**config.mk**
```make
export PLATFORM = sky130hd
export DESIGN_NAME = vst_ram
export DESIGN_NICKNAME = d
export VERILOG_FILES = /design/src/hw/rtl/vst_ram.sv
export SDC_FILE = /design/constraint.sdc
export NUM_CORES = 2
export LEC_CHECK = 0
export BUFFER_PORTS_ARGS = -buffer_cell sky130_fd_sc_hd__clkbuf_2
export CORE_UTILIZATION = 34
export DETAILED_ROUTE_END_ITERATION = 8
export PLACE_DENSITY = 0.56
export SLEW_MARGIN = 20
export SYNTH_ARGS = -nofsm -noshare
export SYNTH_HDL_FRONTEND = slang
export SYNTH_SLANG_ARGS = --single-unit
```
**constraint.sdc**
```tcl
create_clock -name clk_i -period 9.18 [get_ports clk_i]
set_input_delay 0.918 -clock clk_i [delete_from_list [all_inputs] [get_ports clk_i]]
set_output_delay 0.918 -clock clk_i [all_outputs]
set_load 0.01 [all_outputs]
```
**src/hw/rtl/vst_ram.sv**
```systemverilog
// Generic simple dual-port RAM: one write port, one read port, registered read.
// No dependencies.
`timescale 1ns / 1ps

module vst_ram #(
  parameter int unsigned Width = 32,
  parameter int unsigned Depth = 64,
  localparam int unsigned Aw   = (Depth > 1) ? $clog2(Depth) : 1
) (
  input  logic             clk_i,
  input  logic             we_i,
  input  logic [Aw-1:0]    waddr_i,
  input  logic [Width-1:0] wdata_i,
  input  logic             re_i,
  input  logic [Aw-1:0]    raddr_i,
  output logic [Width-1:0] rdata_o
);

  logic [Width-1:0] mem [Depth];
  logic [Width-1:0] rdata_q;

  always_ff @(posedge clk_i) begin
    if (we_i) begin
      mem[waddr_i] <= wdata_i;
    end
    if (re_i) begin
      rdata_q <= mem[raddr_i];
    end
  end

  assign rdata_o = rdata_q;

endmodule

```
==> impl_metrics.toml <==
[worst_setup_path]
crit_chain = "buf_8 > buf_12 > buf_4 > or3b_2 > o221ai_1 > a21oi_1 > a21oi_1 > nor2_1"
crit_type = "input pin to flop"
required_ns = 9.73
cp_top_family = "buffers and inverters"
critPathBufInv = 3
reg2reg_slack_ns = 6.54
cp_slowest_cell = "or3b_2"
slowest_delay_ns = 0.64
cp_max_fo = 82
start_kind = "input pin"
cp-end-kind = "flop"
critPathMostFrequentCell = "a21oi_1"
arrival_ns = 4.44

[timing]
setup_tns_ns = 0
setup_viol = 0
min_period_ns = 3.89
skew_ns = 0.0424
maxSlewHeadroom = 0.257
finalCritPeriodShare = 0.424
fmax_mhz = 257
rsz0062_at_grt = "false"
hold_viol_final = 0
tightest_slew_ns = 1.12
slew_violations = 0
fin_ws_ns = 5.29

[synth]
synth.top_cells.by_area = "edfxtp_1 79%, mux4_2 16%, mux2i_1 1.2%"
postSynthAreaPerCell_um2 = 23.7
synth_warnings = 0
ys_ff_latch = 2080
syn-cell-area_mm2 = 0.0788
synth_top_area_share = 0.792
ys_types = 33
synthCells = 3324
yosys.area.top_type = "edfxtp_1"
ys_seq_area_frac = 0.792
syn_nets = 3371

[clock_tree]
postCtsSetupBuffers = 0
cts_buffer_depth = 3
clk_latency_ns = 0.87
h-tree-depth = 4
clk_pin_slew_ns = 0.06
numCtsBuffers = 208
cts.sinks = 2080
hold_buffers = 0
cts-root-buf = "clkbuf_16"
cts_resized = 0
cts_tree = "yes"

[die]
rows = 176
core_mm2 = 0.230
dieWidth_um = 484
start_util = 0.343
die_h_um = 484
die_area_mm2 = 0.234
io-pin-count = 79

[cells_and_area]
fin_cells = 6757
fin_nets = 3606
area_growth_pct = 14.3
final_area_mm2 = 0.0901
drive_gt1_frac = 0.295

[placement]
gp_congestion = 0.755
pre_cts_ws_ns = 4.40
dp_hpwl_mm = 113
place_inst = 6375
dpl-instance-area_mm2 = 0.0837
port_buffers = 78

[grt]
grt_first_pass_wirelength_mm = 300
grt_pass1_vias = 37466
overflow = 0
grt_use_total = 0.183
grt_antenna_before_repair = 18
grt_max_degree = 115

[power_and_ir_drop]
p_leak_nw = 27.6
p_per_area_mw_per_mm2 = 217
ir_drop_v = 0.000145

[detailed_routing]
ant_nets = 0
drt-wirelength-per-cell_um = 31.8
dr.pass1.iters = 7
drc_errors = 0
drt_iter0_drc = 4150
via_count = 36934
drt_wl_total_mm = 215
via_per_inst = 5.47

[status]
outcome = "completed"

[flow_run]
max_cap_violations = 0

[worst_hold_path]
hold_class = "input pin to flop"
synth_stat cells:
cell type,n
nand3b_1,5
or2_0,1
o32ai_1,4
nor2_1,137
and3_1,4
a22oi_1,12
buf_6,5
or2_2,1
buf_4,25
a31oi_1,1
nor2b_1,15
or3b_1,2
edfxtp_1,2080
nand2_1,26
or2_1,1
nand4_1,2
nand3_1,5
nand4b_1,1
o22ai_1,84
nand2b_1,8
nor3_1,7
o221ai_1,27
buf_2,57
buf_1,21
a21oi_1,62
mux2i_1,93
mux4_2,544
clkbuf_1,74
or3b_2,3
or3_1,3
a311oi_1,8
and2_1,2
a41o_1,4
per-stage QoR:
step	power [mW]	hold WS, ns	utilization
after CTS	19.7	0.664	0.391
after global placement	11.7	0.819	0.364
after global routing	20.1	0.635	0.391
final	19.5	0.623	0.391
after floorplan	11.3	0.750	-
after detailed placement	11.7	0.823	0.364
final cells by class:
cell class,instances,area (µm²)
antenna,4,10.0
clock buffer,255,5420
clock inverter,123,936
fill,20098,140000
multi-input combinational,1062,16000
sequential,2080,62500
tap,3026,3790
timing repair buffer,207,1490
registers in the layout (all words and copies together), names as in the netlist:
signal and count:
mem 2048, rdata_o 32
layer usage:
layer	track usage	routed length, µm	vias up
met3	0.0314	14800	265
met4	0.0463	4500	8
met5	0	48	-
met1	0.249	87900	20450
li1	-	-	14810
met2	0.305	108000	1401
worst register-to-register path, cell delays in order, from the launching register on:
cell and delay, ns:
edfxtp_1 0.38, mux4_2 0.46, mux2i_1 0.48, nand2_1 0.17, a31oi_1 0.80, nor2_1 0.08
path summary, 6_finish.rpt:
check,from,to,cells after the start
setup / recovery,raddr_i[1],rdata_o[28],8
hold / removal,wdata_i[23],mem[33][23],1
setup reg to reg,mem[57][18],rdata_o[18],5
hold reg to reg,mem[29][4],rdata_o[4],4
cells in the final DEF (no fill, tap or decap), types with 7 or more instances in the layout:
cell type	n
edfxtp_1	2080
mux4_2	544
clkbuf_16	210
buf_4	123
mux2i_1	93
o22ai_1	84
nor2_1	75
clkbuf_2	71
a21oi_1	62
nor2_4	62
clkinv_1	57
clkbuf_1	45
clkinv_2	42
o221ai_1	27
nand2_1	25
nor2b_1	15
a22oi_1	12
a311oi_1	8
bufinv_16	8
nand2b_1	7
buf_12	7
where the power goes:
group	switching, mW	internal [mW]	total (mW)
Combinational	0.602	0.342	0.943
Sequential	0.0386	10.5	10.6
Clock	3.61	4.42	8.03
logic make-up after synthesis:
| logic type | count (synthesis) | share of synthesized area |
|---|---|---|
| multiplexers | 637 | 0.167 |
| buffers and inverters | 182 | 0.0112 |
| flip-flops | 2080 | 0.792 |
| AO/OA/AOI/OAI | 202 | 0.0167 |
| AND/OR/NAND/NOR | 223 | 0.0126 |
Power figures use the tool's default switching activity.
