**config.mk**
```make
export PLATFORM = sky130hd
export DESIGN_NAME = vst_free_find
export DESIGN_NICKNAME = d
export VERILOG_FILES = /design/src/hw/rtl/vst_pkg.sv /design/src/hw/rtl/vst_free_find.sv
export SDC_FILE = /design/constraint.sdc
export NUM_CORES = 1
export LEC_CHECK = 0
export ABC_AREA = 1
export CAP_MARGIN = 0
export CORE_MARGIN = 8
export CORE_UTILIZATION = 40
export DETAILED_ROUTE_END_ITERATION = 12
export DONT_BUFFER_PORTS = 1
export GPL_TIMING_DRIVEN = 0
export PLACE_DENSITY = 0.59
export SLEW_MARGIN = 40
export SYNTH_ARGS = -nofsm -noshare
export SYNTH_HDL_FRONTEND = slang
export SYNTH_SLANG_ARGS = --single-unit
```
**constraint.sdc**
```tcl
create_clock -name vclk -period 4
set_input_delay 0.2 -clock vclk [all_inputs]
set_output_delay 0.2 -clock vclk [all_outputs]
set_load 0.01 [all_outputs]
```
**src/hw/rtl/vst_pkg.sv**
```systemverilog
// Shared definitions for the version slot table: request kinds, status codes,
// default sizes. No dependencies.
`timescale 1ns / 1ps

package vst_pkg;

  localparam int unsigned SlotsPerPageDef = 256;
  localparam int unsigned PageCountDef    = 16;
  localparam int unsigned WordBits        = 64;

  // request kinds
  localparam logic [3:0] REQ_ACQUIRE    = 4'd0;
  localparam logic [3:0] REQ_MARK       = 4'd1;
  localparam logic [3:0] REQ_FREE       = 4'd2;
  localparam logic [3:0] REQ_QUERY_SLOT = 4'd3;
  localparam logic [3:0] REQ_QUERY_FULL = 4'd4;
  localparam logic [3:0] REQ_XMIN       = 4'd5;
  localparam logic [3:0] REQ_XMAX       = 4'd6;
  localparam logic [3:0] REQ_SEGOFF     = 4'd7;
  localparam logic [3:0] REQ_HINT_WR    = 4'd8;
  localparam logic [3:0] REQ_HINT_OR    = 4'd9;

  // status codes
  localparam logic [1:0] STAT_OK        = 2'd0;
  localparam logic [1:0] STAT_NO_FREE   = 2'd1;
  localparam logic [1:0] STAT_OCCUPIED  = 2'd2;
  localparam logic [1:0] STAT_NOT_OCC   = 2'd3;

  // result of searching one occupancy word for a free slot
  typedef struct packed {
    logic        found;
    logic [5:0]  idx;
    logic [63:0] set_word;
  } free_search_t;

endpackage

```
**src/hw/rtl/vst_free_find.sv**
```systemverilog
// Lowest-free-slot search over one 64-bit occupancy word.
// Depends on vst_pkg.
`timescale 1ns / 1ps

module vst_free_find
  import vst_pkg::*;
(
  input  logic [63:0]  word_i,
  input  logic [63:0]  need_i,   // slots that exist in this word
  output free_search_t res_o
);

  logic [63:0] free_bits;

  always_comb begin
    free_bits        = ~word_i & need_i;
    res_o.found      = |free_bits;
    res_o.idx        = '0;
    for (int i = WordBits - 1; i >= 0; i--) begin
      if (free_bits[i]) begin
        res_o.idx = 6'(i);
      end
    end
    res_o.set_word   = word_i | (64'd1 << res_o.idx);
  end

endmodule

```
==> flow_metrics.env, run 1 <==
export IMPL_finalCriticalPeriod_ps=4250
export IMPL_cp_slowest_stage_delay_ps=240
export IMPL_criticalPathCategory="input port to output pin"
export IMPL_wl_per_cell_um=16.8
export IMPL_slew_headroom_pct=68.8
export IMPL_fin_area_mm2=0.00282
export IMPL_start_util_pct=41.4
export IMPL_totalNegativeSetupSlack_ps=-11560
export IMPL_synth_top_area_cell="nand2_1"
export IMPL_muxShareOfSynthArea_pct=0
export IMPL_drv_slew=0
export IMPL_nets=613
export IMPL_area_growth_syn_to_layout_pct=23.8
export IMPL_die_area_mm2=0.00836
export IMPL_whs_ps=499
export IMPL_setup_violations=64
export IMPL_rows=27
export IMPL_cp_required_ps=3800
export IMPL_wl_mm=9.32
export IMPL_nClkBuffers=0
export IMPL_drtPass1Iterations=4
export IMPL_grt_overflow_total=0
export IMPL_crit_path_max_fanout=5
export IMPL_power_density_mw_per_mm2=102
export IMPL_drive_gt1_share_pct=30.8
export IMPL_violations="setup timing"
export IMPL_synth_most_common_cell="nand2_1"
export IMPL_seq_area_frac_synth_pct=0
export IMPL_synthXorXnorAreaFrac_pct=0
export IMPL_outcome="complete, but fails checks"
export IMPL_power_uw=289
export IMPL_p_leak_nw=1.50
export IMPL_insertedDiodeCount=0
export IMPL_die_w_um=91.5
export IMPL_cap_violations=0
export IMPL_synth_common_cells="nand2_1 (239), inv_1 (70), nand3_1 (65), nor2_1 (49), nor2_4 (13)"
export IMPL_core_mm2=0.00551
export IMPL_grt_pass1_wl_mm=14.1
export IMPL_slowest_stage="nor2_4"
export IMPL_crit_top_cell="nand2_1"
export IMPL_post_route_util_pct=51.2
export IMPL_dp_hpwl_mm=7.93
export IMPL_grt_pass1_vias=2909
export IMPL_drc=0
export IMPL_final_cells=555
export IMPL_fin_crit_sh_pct=106
export IMPL_synth_simple_area_share_pct=78.5
export IMPL_die_h_um=91.5
export IMPL_dp_cells=551
export IMPL_synth_cell_types=26
export IMPL_synth_top_family_by_area="simple AND/OR/NAND/NOR gates"
export IMPL_io_pins=199
export IMPL_worst_slack_ps=-248
export IMPL_synth_top_cell_area_share_pct=39.4
export IMPL_synth_area_top_cells="nand2_1 (39%), nand3_1 (14%), inv_1 (12%)"
export IMPL_critPathCaptureType="output pin"
export IMPL_finalHoldViolCount=0
export IMPL_synth_compound_area_share_pct=2.53
export IMPL_gp_congestion=0.829
export IMPL_synthesis_nets=607
export IMPL_port_buffers=0
export IMPL_grt_antenna_before_repair=0
export IMPL_fmax_mhz=235
export IMPL_dr_total_vias=2790
export IMPL_min_path_type="input port to output pin"
export IMPL_pre_cts_slack_ps=-300
export IMPL_drtAntennaViolNets=0
export IMPL_synthAdderAreaFrac_pct=0
export IMPL_syn_area_mm2=0.00228
export IMPL_vdd_ir_drop_max_v=0.0000538
export IMPL_seqCellArea_um2=0
export IMPL_synth_warnings=0
export IMPL_critPathLaunchType="input port"
export IMPL_avgSynthCellArea_um2=4.75
export IMPL_rsz0062_at_grt="true"
export IMPL_grt_max_degree=11
export IMPL_postSynthCellCount=479
export IMPL_numSequentialCells=0
export IMPL_route_detailed_vias_per_inst=5.03
export IMPL_drtIter0Drc=72
export IMPL_worst_pin_slew_ps=466
export IMPL_crit_arrival_ps=4050
export IMPL_placed_area_mm2=0.00237
export IMPL_track_usage_pct=20.4
## placed cells by master (no fill, tap or decap), types with 2 or more instances in the layout
master      n
inv_2       4
nand4_4     3
buf_6       3
nor2_1     48
buf_4       2
nand3_2    40
nand3_4     5
nand2_1   188
nor2_4     18
a31oi_1     2
buf_2       4
bufbuf_8    5
inv_1      67
nand2_2    53
clkbuf_8    2
nand3_1    25
nand2_4     3
## power breakdown
| part | total [mW] | internal, mW | switching, mW | leakage (nW) |
|---|---|---|---|---|
| combinational | 0.289 | 0.0890 | 0.200 | 1.50 |
| clock | 0 | 0 | 0 | 0 |
| sequential | 0 | 0 | 0 | 0 |
## cell families after synthesis
kind of cell	Yosys count
and+or+nand+nor	385
buffers and inverters	86
AOI/OAI and AO/OA	8
## critical path: cells and delay by family
| kind | cells | cell delay, ps |
|---|---|---|
| simple gates | 68 | 3740 |
| buf+inv | 1 | 30 |
## cell type report
cell class	instances	area [um^2]
Buffer	12	153
Timing Repair Buffer	4	37.5
Multi-Input combinational cell	393	2220
Tap cell	72	90.1
Inverter	74	319
Fill cell	630	2690
## metal layers
layer  wire length, um  track usage, %  part of all wire, %
met5                 0               0                    0
met3               676            5.10                  7.3
met4                97            2.59                  1.0
met1              3770            22.5                   40
met2              4780            38.7                   51
## what timing repair did
item                       CTS  global route
hold buffers                 0             0
setup buffers                4             0
setup endpoints to repair   64            65
pin swaps                   21            25
resized for setup           87            28
## final timing paths
check | cells after the start | end | from
worst max-delay path | 69 | res_o[26] | word_i[62]
worst min-delay path | 2 | res_o[60] | word_i[60]
Power figures use the tool's default switching activity.
==> inputs of run 2 (changes only) <==
--- a/config.mk
+++ b/config.mk
@@ -8,11 +8,11 @@
 export ABC_AREA = 1
 export CAP_MARGIN = 0
 export CORE_MARGIN = 8
-export CORE_UTILIZATION = 40
+export CORE_UTILIZATION = 35
 export DETAILED_ROUTE_END_ITERATION = 12
 export DONT_BUFFER_PORTS = 1
 export GPL_TIMING_DRIVEN = 0
-export PLACE_DENSITY = 0.59
+export PLACE_DENSITY = 0.54
 export SLEW_MARGIN = 40
 export SYNTH_ARGS = -nofsm -noshare
 export SYNTH_HDL_FRONTEND = slang
==> constraint.sdc (replaced) <==
create_clock -name vclk -period 5
set_input_delay 0.25 -clock vclk [all_inputs]
set_output_delay 0.25 -clock vclk [all_outputs]
set_load 0.01 [all_outputs]
==> run 2 against run 1 <==
Compared with the run above: wire length about the same; global-route usage decreased by 2.0 points; non-clock buffer count decreased by 4; highest routed layer unchanged; the flow now finishes without violations; critical path type unchanged; sequential share of layout area unchanged; hold slack improved by 120 ps.
==> flow_metrics.env, run 2 (synthesis results as in run 1) <==
export IMPL_crit_path_max_fanout=5
export IMPL_rows=29
export IMPL_cp_slowest_stage_delay_ps=290
export IMPL_port_buffers=0
export IMPL_seqCellArea_um2=0
export IMPL_setup_violations=0
export IMPL_grt_antenna_before_repair=0
export IMPL_gp_congestion=0.792
export IMPL_final_cell_mix="nand2_1 (234), inv_1 (70), nand3_1 (61)"
export IMPL_drtPass1Iterations=4
export IMPL_outcome="complete, no violations"
export IMPL_final_common_cell="nand2_1"
export IMPL_die_h_um=96.7
export IMPL_grt_max_degree=11
export IMPL_vdd_ir_drop_max_v=0.0000384
export IMPL_crit_arrival_ps=4090
export IMPL_core_mm2=0.00631
export IMPL_grt_use_met1_pct=22.6
export IMPL_start_util_pct=36.1
export IMPL_fmax_mhz=231
export IMPL_worst_path_buf_inv=1
export IMPL_fin_crit_sh_pct=86.7
export IMPL_io_pins=199
export IMPL_fillers=776
export IMPL_dr_total_vias=2780
export IMPL_rsz0062_at_grt="true"
export IMPL_insertedDiodeCount=0
export IMPL_finalHoldViolCount=0
export IMPL_critPathCaptureType="output pin"
export IMPL_min_to="res_o[48]"
export IMPL_die_w_um=96.7
export IMPL_dp_cells=556
export IMPL_wl_per_cell_um=16.8
export IMPL_fin_area_mm2=0.00242
export IMPL_pre_cts_slack_ps=578
export IMPL_finalCriticalPeriod_ps=4340
export IMPL_slowest_stage="nor2_2"
export IMPL_nets=609
export IMPL_power_density_mw_per_mm2=87.4
export IMPL_worst_slack_ps=664
export IMPL_postCtsSetupBuffers=0
export IMPL_placed_area_mm2=0.00237
export IMPL_nClkBuffers=0
export IMPL_use_met3_pct=4.05
export IMPL_met2_usage_pct=33.3
export IMPL_crit_top_cell="nand2_1"
export IMPL_hold_depth=2
export IMPL_cp_required_ps=4750
export IMPL_min_from="word_i[48]"
export IMPL_wl_mm=9.33
export IMPL_route_detailed_vias_per_inst=5.00
export IMPL_final_cells=556
export IMPL_worst_pin_slew_ps=433
export IMPL_cp_top_family="simple AND/OR/NAND/NOR gates"
export IMPL_track_usage_pct=18.4
export IMPL_grt_pass1_wl_mm=14.4
export IMPL_top_usage_layer="met2"
export IMPL_die_area_mm2=0.00934
export IMPL_area_growth_syn_to_layout_pct=6.10
export IMPL_numSequentialCells=0
export IMPL_p_leak_nw=1.47
export IMPL_min_path_type="input port to output pin"
export IMPL_dp_hpwl_mm=8.41
export IMPL_drv_slew=0
export IMPL_critPathLaunchType="input port"
export IMPL_drtIter0Drc=98
export IMPL_grt_overflow_total=0
export IMPL_drtAntennaViolNets=0
export IMPL_drive_gt1_share_pct=12.3
export IMPL_criticalPathCategory="input port to output pin"
export IMPL_drc=0
export IMPL_slew_headroom_pct=71.0
export IMPL_cap_violations=0
export IMPL_grt_pass1_vias=2763
-- run 2: metrics by stage --
stage / setup TNS, ps / utilization [%] / hold slack [ps] / total power [mW]
final: 0 / 38.3 / 617 / 0.211
after global routing: -308 / 38.3 / 628 / 0.240
after CTS: 0 / 37.6 / 620 / 0.212
after detailed placement: 0 / 37.6 / 619 / 0.212
after global placement: 0 / 37.6 / 623 / 0.210
after floorplan: 0 / - / 608 / 0.173
-- run 2: per-layer routing --
layer | wire length, um | vias up
met5 | 0 | -
met4 | 23 | 0
met3 | 608 | 2
met2 | 4600 | 116
met1 | 4110 | 1210
li1 | - | 1452
-- run 2: worst max-delay path by stage --
stage          slack [ps]  depth (start not counted)       start        end
2_1_floorplan        1220                         69  word_i[62]  res_o[12]
3_3_place_gp          590                         68  need_i[63]  res_o[13]
3_5_place_dp          580                         68  need_i[63]  res_o[13]
4_1_cts               560                         68  need_i[63]  res_o[13]
5_1_grt               -60                         68  need_i[63]   res_o[1]
6_report              660                         68  need_i[63]   res_o[9]
-- run 2: area by class of cell --
| type | count | area (um^2) | share of cell area (%) |
|---|---|---|---|
| Buffer | 12 | 153 | 6.32 |
| Inverter | 74 | 280 | 11.6 |
| Multi-Input combinational cell | 393 | 1890 | 78.1 |
| Tap cell | 77 | 96.3 | 3.99 |
-- run 2: power by group --
group          internal (mW)  switching, mW
clock network              0              0
logic                 0.0614          0.150
registers                  0              0
total                 0.0614          0.150
-- run 2: repair_timing --
action	4_1_cts	5_1_grt
endpoints found under the setup margin	0	15
gates resized for setup	0	11
hold buffers	0	0
